==> config.mk <==
export PLATFORM = sky130hd
export DESIGN_NAME = rgb_to_yuv420_converter_core
export DESIGN_NICKNAME = d
export VERILOG_FILES = /design/src/design/ry420_pkg.sv /design/src/design/rgb_to_yuv420_converter_core.sv
export SDC_FILE = /design/constraint.sdc
export NUM_CORES = 1
export LEC_CHECK = 0
export BUFFER_PORTS_ARGS = -buffer_cell sky130_fd_sc_hd__buf_2
export CAP_MARGIN = 0
export CELL_PAD_IN_SITES_DETAIL_PLACEMENT = 0
export CELL_PAD_IN_SITES_GLOBAL_PLACEMENT = 1
export CORE_ASPECT_RATIO = 0.8
export CORE_MARGIN = 2
export CORE_UTILIZATION = 50
export CTS_CLUSTER_DIAMETER = 200
export DETAILED_ROUTE_END_ITERATION = 8
export PLACE_DENSITY_LB_ADDON = 0.1
export SYNTH_ARGS = -nofsm -noshare
export SYNTH_HDL_FRONTEND = slang
export SYNTH_SLANG_ARGS = --single-unit
==> constraint.sdc <==
create_clock -name clk -period 8.24 [get_ports clk]
set_clock_uncertainty 0.1 [all_clocks]
set_input_delay 1.648 -clock clk [delete_from_list [all_inputs] [get_ports clk]]
set_output_delay 1.648 -clock clk [all_outputs]
set_load 0.01 [all_outputs]
==> src/design/ry420_pkg.sv <==
// shared types and constants for the rgb to yuv 4:2:0 converter
package ry420_pkg;

  localparam int MAX_DIMENSION = 4096;
  localparam int DIM_W         = $clog2(MAX_DIMENSION);
  localparam int CFG_W         = 13;
  localparam int CFG_IDX_W     = 2;
  localparam int PIX_W         = 8;
  localparam int KIND_W        = 2;
  localparam int SUM_W         = 17;

  localparam logic [SUM_W-1:0] C_Y_R     = SUM_W'(66);
  localparam logic [SUM_W-1:0] C_Y_G     = SUM_W'(129);
  localparam logic [SUM_W-1:0] C_Y_B     = SUM_W'(25);
  localparam logic [SUM_W-1:0] C_U_R     = SUM_W'(38);
  localparam logic [SUM_W-1:0] C_U_G     = SUM_W'(74);
  localparam logic [SUM_W-1:0] C_UV_MAX  = SUM_W'(112);
  localparam logic [SUM_W-1:0] C_V_G     = SUM_W'(94);
  localparam logic [SUM_W-1:0] C_V_B     = SUM_W'(18);
  localparam logic [SUM_W-1:0] C_ROUND   = SUM_W'(128);
  localparam logic [SUM_W-1:0] C_C_BIAS  = SUM_W'(128 + 32768);
  localparam logic [PIX_W-1:0] C_Y_OFF   = PIX_W'(16);

  localparam logic [DIM_W-1:0] RST_LAST_COL = DIM_W'(640 - 1);
  localparam logic [DIM_W-1:0] RST_LAST_ROW = DIM_W'(480 - 1);

  typedef enum logic [CFG_IDX_W-1:0] {
    REG_FRAME_WIDTH  = CFG_IDX_W'(0),
    REG_FRAME_HEIGHT = CFG_IDX_W'(1)
  } reg_idx_t;

  typedef enum logic [KIND_W-1:0] {
    KIND_NONE = KIND_W'(0),
    KIND_U    = KIND_W'(1),
    KIND_V    = KIND_W'(2)
  } chroma_kind_t;

  typedef struct packed {
    logic [PIX_W-1:0] red;
    logic [PIX_W-1:0] green;
    logic [PIX_W-1:0] blue;
    chroma_kind_t     kind;
    logic             last;
  } pix_stage_t;

  // last column or row index for a configured size, zero taken as one
  function automatic logic [DIM_W-1:0] last_index(input logic [CFG_W-1:0] size);
    logic [DIM_W-1:0] res;
    if (size == '0) begin
      res = '0;
    end else if (size > CFG_W'(MAX_DIMENSION)) begin
      res = DIM_W'(MAX_DIMENSION - 1);
    end else begin
      res = DIM_W'(size - CFG_W'(1));
    end
    return res;
  endfunction

endpackage

==> src/design/rgb_to_yuv420_converter_core.sv <==
// rgb24 to bt.601 yuv 4:2:0 converter, one pixel per beat
//
// in_*  : one rgb24 pixel per beat in raster order
// out_* : one result beat per pixel: luma, a point-decimated chroma sample
//         (u on even rows, v on odd rows, even columns only) and tlast on
//         the last pixel of the frame
// cfg_* : frame width (index 0) and frame height (index 1), written while idle
//
// pipeline: pixel register, then result register, with the
// constant-coefficient sums between them
// throughput: one pixel per cycle while out_tready is high, set by the
// two-entry pipeline; position counters advance on the input beat
// reset: counters go to the top-left pixel, size returns to 640 x 480, the
// pipeline empties
// stall: with out_tready low the result register holds, the pixel register
// still fills, then in_tready drops until the result is taken
module rgb_to_yuv420_converter_core
  import ry420_pkg::*;
(
  input  logic                 clk,
  input  logic                 rst_n,
  input  logic                 in_tvalid,
  output logic                 in_tready,
  input  logic [23:0]          in_tdata,   // red, green, blue
  output logic                 out_tvalid,
  input  logic                 out_tready,
  output logic [15:0]          out_tdata,  // luma, chroma
  output logic [KIND_W-1:0]    out_tuser,  // chroma_kind
  output logic                 out_tlast,  // frame_end
  input  logic                 cfg_valid,
  output logic                 cfg_ready,
  input  logic [CFG_IDX_W-1:0] cfg_index,
  input  logic [CFG_W-1:0]     cfg_data
);

  logic [DIM_W-1:0] last_col_r, last_col_nxt;
  logic [DIM_W-1:0] last_row_r, last_row_nxt;
  logic [DIM_W-1:0] col_r, col_nxt;
  logic [DIM_W-1:0] row_r, row_nxt;
  logic             s1_valid_r, s1_valid_nxt;
  pix_stage_t       s1_r, s1_nxt;
  logic             out_valid_r, out_valid_nxt;
  logic [PIX_W-1:0] luma_r, luma_nxt;
  logic [PIX_W-1:0] chroma_r, chroma_nxt;
  chroma_kind_t     kind_r;
  logic             last_r;

  logic             out_free;
  logic             s1_move;
  logic             in_beat;
  logic             col_end;
  logic             row_end;
  logic [SUM_W-1:0] r_x, g_x, b_x;
  logic [SUM_W-1:0] y_sum, u_sum, v_sum;

  assign cfg_ready = 1'b1;
  assign out_free  = !out_valid_r || out_tready;
  assign s1_move   = s1_valid_r && out_free;
  assign in_tready = !s1_valid_r || s1_move;
  assign in_beat   = in_tvalid && in_tready;
  assign col_end   = col_r >= last_col_r;
  assign row_end   = row_r >= last_row_r;

  // configuration decode
  always_comb begin
    last_col_nxt = last_col_r;
    last_row_nxt = last_row_r;
    if (cfg_valid) begin
      unique case (cfg_index)
        REG_FRAME_WIDTH:  last_col_nxt = last_index(cfg_data);
        REG_FRAME_HEIGHT: last_row_nxt = last_index(cfg_data);
        default: ;
      endcase
    end
  end

  // position tracking and pixel register
  always_comb begin
    col_nxt      = col_r;
    row_nxt      = row_r;
    s1_valid_nxt = s1_valid_r;
    s1_nxt       = s1_r;
    if (s1_move) begin
      s1_valid_nxt = 1'b0;
    end
    if (in_beat) begin
      s1_valid_nxt = 1'b1;
      s1_nxt.red   = in_tdata[7:0];
      s1_nxt.green = in_tdata[15:8];
      s1_nxt.blue  = in_tdata[23:16];
      s1_nxt.last  = col_end && row_end;
      if (col_r[0]) begin
        s1_nxt.kind = KIND_NONE;
      end else if (row_r[0]) begin
        s1_nxt.kind = KIND_V;
      end else begin
        s1_nxt.kind = KIND_U;
      end
      if (col_end) begin
        col_nxt = '0;
        row_nxt = row_end ? '0 : row_r + DIM_W'(1);
      end else begin
        col_nxt = col_r + DIM_W'(1);
      end
    end
  end

  // constant-coefficient sums, modulo 2^17, final values fit 16 bits
  assign r_x   = SUM_W'(s1_r.red);
  assign g_x   = SUM_W'(s1_r.green);
  assign b_x   = SUM_W'(s1_r.blue);
  assign y_sum = C_Y_R * r_x + C_Y_G * g_x + C_Y_B * b_x + C_ROUND;
  assign u_sum = C_UV_MAX * b_x + C_C_BIAS - C_U_R * r_x - C_U_G * g_x;
  assign v_sum = C_UV_MAX * r_x + C_C_BIAS - C_V_G * g_x - C_V_B * b_x;

  always_comb begin
    out_valid_nxt = out_valid_r;
    luma_nxt      = y_sum[15:8] + C_Y_OFF;
    case (s1_r.kind)
      KIND_U:  chroma_nxt = u_sum[15:8];
      KIND_V:  chroma_nxt = v_sum[15:8];
      default: chroma_nxt = '0;
    endcase
    if (out_valid_r && out_tready) begin
      out_valid_nxt = 1'b0;
    end
    if (s1_move) begin
      out_valid_nxt = 1'b1;
    end
  end

  always_ff @(posedge clk) begin
    if (!rst_n) begin
      last_col_r  <= RST_LAST_COL;
      last_row_r  <= RST_LAST_ROW;
      col_r       <= '0;
      row_r       <= '0;
      s1_valid_r  <= 1'b0;
      out_valid_r <= 1'b0;
    end else begin
      last_col_r  <= last_col_nxt;
      last_row_r  <= last_row_nxt;
      col_r       <= col_nxt;
      row_r       <= row_nxt;
      s1_valid_r  <= s1_valid_nxt;
      out_valid_r <= out_valid_nxt;
    end
  end

  always_ff @(posedge clk) begin
    s1_r <= s1_nxt;
    if (s1_move) begin
      luma_r   <= luma_nxt;
      chroma_r <= chroma_nxt;
      kind_r   <= s1_r.kind;
      last_r   <= s1_r.last;
    end
  end

  assign out_tvalid = out_valid_r;
  assign out_tdata  = {chroma_r, luma_r};
  assign out_tuser  = kind_r;
  assign out_tlast  = last_r;

endmodule

==> flow_metrics.tcl <==
set metrics [dict create \
    die_area_um2 24510 \
    syn-instance-count 1223 \
    p_int_mw 2.242 \
    dp_cells 1576 \
    overflow 0 \
    drt-total-wl_um 25630 \
    synth_warnings 0 \
    synth.top_cells.by_count "255 x ha_1, 233 x inv_1, 87 x fa_1" \
    cp.arrival_ns 6.09 \
    yosys.area.top_type "ha_1" \
    synth_edf_count 46 \
    status "finished, final reports clean" \
    io_pins 66 \
    clk_root_buffer_cell "clkbuf_16" \
    drt-initial-drc-count 396 \
    worst_r2r_endpoint "chroma_r[5]$_DFFE_PP_" \
    cts_resized 0 \
    finalWeightedCongestion 0.8360 \
    htree_num_levels 3 \
    synth_fp_nets 1609 \
    pwr-share-comb_pct 74.1 \
    ys_seq_area_share_pct 20.48 \
    p_seq_share_pct 15.6 \
    yosysTopAreaCellShare_pct 27.43 \
    drc 0 \
    final_util_pct 55.35 \
    hold_violations 0 \
    layout-drive-gt1-share_pct 7.776 \
    fin_ws_ns 2.144 \
    vias 8250 \
    criticalPathCategory "flip-flop to flip-flop" \
    synth_cell_types 70 \
    switchingPower_mw 1.983 \
    worst_pin_slew_ns 0.9648 \
    viasPerCell 5.182 \
    relSlewSlack_pct 35.45 \
    avgSynthCellArea_um2 9.510 \
    reg2reg_slack_ns 2.14 \
    place_area_um2 12270 \
    clock-sinks 96 \
    period_minus_slack_ns 6.096 \
    grt_pass1_wl_um 42080 \
    grt_pass1_vias 7831 \
    synth-seq-cells 96 \
    area.sequential_um2 2382 \
    initial_core_util_pct 51.27 \
    dp_hpwl_um 21270 \
    yosys-top-cells-area "ha_1 27%, fa_1 15%, edfxtp_1 12%, dfxtp_1 8.6%, inv_1 7.5%" \
    leakage_nw 6.389 \
    critPathMaxFanout 7 \
    min_from "s1_r[0]$_DFFE_PP_" \
    fillers 2088 \
    crit_path_start_kind "flip-flop" \
    drt_first_pass_iters 5 \
    ir_drop_uv 317.1 \
    grt_usage_pct 21.91 \
    cp-endpoint "chroma_r[5]$_DFFE_PP_" \
    drv_cap 0 \
    fmax_mhz 164.0 \
    fin_crit_sh_pct 73.98 \
    clk_pin_slew_ns 0.08 \
    clockPowerShare_pct 10.3 \
    final.setup.tns_ns 0 \
    hold_buffers 0 \
    port_buffers 64 \
    antenna_left 0 \
    min_path_type "flip-flop to flip-flop" \
    yosysMostFrequentCell "ha_1" \
    diodes 0 \
    core-area_um2 22680 \
    endpoint_kind "flip-flop" \
    finalNonFillerCells 1592 \
    netlist_area_um2 11630 \
    grt_max_degree 41 \
    synthArstFlopShare_pct 0 \
    p_per_area_nw_per_um2 336.5 \
    multi_input_area_um2 8279 \
    place_ws_ns 2.123 \
    row_count 49 \
    cts_setup_buffers 0 \
    reg2reg_depth 25 \
    cts_tree "done" \
    wl_per_cell_um 16.10 \
    stdcell_area_um2 12560 \
    die_w_um 174.5 \
    critPathLaunch "g_x[3]$_DFFE_PP_" \
    cp.required_ns 8.24 \
    nets 1667 \
    setup_viol 0 \
    netSwitchingFraction_pct 46.94 \
    clk_path_buf_depth 2 \
    numCtsBuffers 9 \
    fp.dieH_um 140.4 \
    worstReg2RegStart "g_x[3]$_DFFE_PP_" \
    drv_slew 0 \
    antenna_found_initial 0 \
    synth_ff_type "dfxtp_1" \
    grt_setup_unrepaired "false" \
    clock_latency_ns 0.36 \
    area_growth_pct 7.950 \
]
layout make-up:
| class | instances | share of cell area [%] |
|---|---|---|
| Timing Repair Buffer | 67 | 2.730 |
| Multi-Input combinational cell | 872 | 65.94 |
| Inverter | 235 | 7.025 |
| Sequential cell | 96 | 18.97 |
| Clock buffer | 10 | 1.824 |
| Tap cell | 306 | 3.049 |
| Clock inverter | 6 | 0.4584 |
layer usage:
| metal | track usage (%) | share of wire [%] |
|---|---|---|
| met2 | 29.53 | 39 |
| met4 | 3.114 | 0.66 |
| met5 | 0 | 0 |
| met3 | 3.474 | 4.5 |
| met1 | 36.60 | 56 |
metrics by stage:
stage	hold WS, ns	total power, mW
floorplan	0.3003	3.099
global placement	0.3091	3.793
detailed placement	0.3176	3.801
CTS	0.3356	4.281
global route	0.3389	4.743
finish	0.3286	4.225
power by group through the flow:
stage / Sequential, mW / Combinational, mW / Clock (mW)
final: 0.658 / 3.13 / 0.435
after global routing: 0.665 / 3.61 / 0.464
after CTS: 0.659 / 3.17 / 0.451
after detailed placement: 0.668 / 3.13 / 0
after global placement: 0.669 / 3.12 / 0
after floorplan: 0.675 / 2.42 / 0
worst max-delay path, stage by stage, from the launching register on:
cell	delay [ns]
edfxtp_1	0.59
inv_1	0.16
fa_1	0.52
inv_1	0.04
ha_1	0.29
fa_1	0.57
inv_1	0.06
fa_1	0.45
nor2b_1	0.13
o21ai_1	0.08
a21boi_1	0.21
o21ai_1	0.11
a21boi_1	0.19
o21ai_1	0.10
nand2_1	0.12
xor2_1	0.10
fa_1	0.54
inv_1	0.04
ha_1	0.29
ha_1	0.34
nand3_1	0.08
nand2_1	0.05
a41oi_1	0.28
nand2b_1	0.11
xnor2_1	0.17
o22ai_1	0.11
how the worst min path moves through the flow:
stage	slack, ns	to	cells past startpoint
after floorplan	0.30	out_tlast$_DFFE_PP_	0
after global placement	0.31	out_tlast$_DFFE_PP_	0
after detailed placement	0.32	out_tlast$_DFFE_PP_	0
after CTS	0.34	out_tlast$_DFFE_PP_	0
after global routing	0.34	out_tlast$_DFFE_PP_	0
final	0.33	out_tlast$_DFFE_PP_	0
state kept, by name, indices dropped and copies added (netlist names):
signal / count
s1_r: 3
r_x: 8
last_row_r: 12
luma_r: 8
chroma_r: 8
row_r: 12
out_tuser: 2
out_tlast: 1
out_tvalid: 1
last_col_r: 12
col_r: 12
g_x: 8
s1_valid_r: 1
b_x: 8
cell usage in the layout (no fill, tap or decap), drive strengths merged, types with 22 or more instances in the layout:
cell and n:
edfxtp 46, fa 87, xor2 22, a21oi 52, nand2 66, nor2 61
xnor2 69, inv 240, buf 67, ha 255, dfxtp 50, o21ai 38
cell families (layout without fill, tap and decap cells):
| family | after synthesis | after routing | share of synthesized area, % |
|---|---|---|---|
| AOI/OAI and AO/OA | 192 | 192 | 11.13 |
| and+or+nand+nor | 241 | 241 | 10.29 |
| xor gates and xnor gates | 91 | 91 | 6.852 |
| other | 1 | 1 | 0.03224 |
| DFF | 96 | 96 | 20.48 |
| adders and majority gates | 344 | 344 | 42.59 |
| buffers and inverters | 255 | 318 | 8.358 |
| muxes | 3 | 3 | 0.2582 |
No activity file was read; power rests on OpenSTA's default activity.
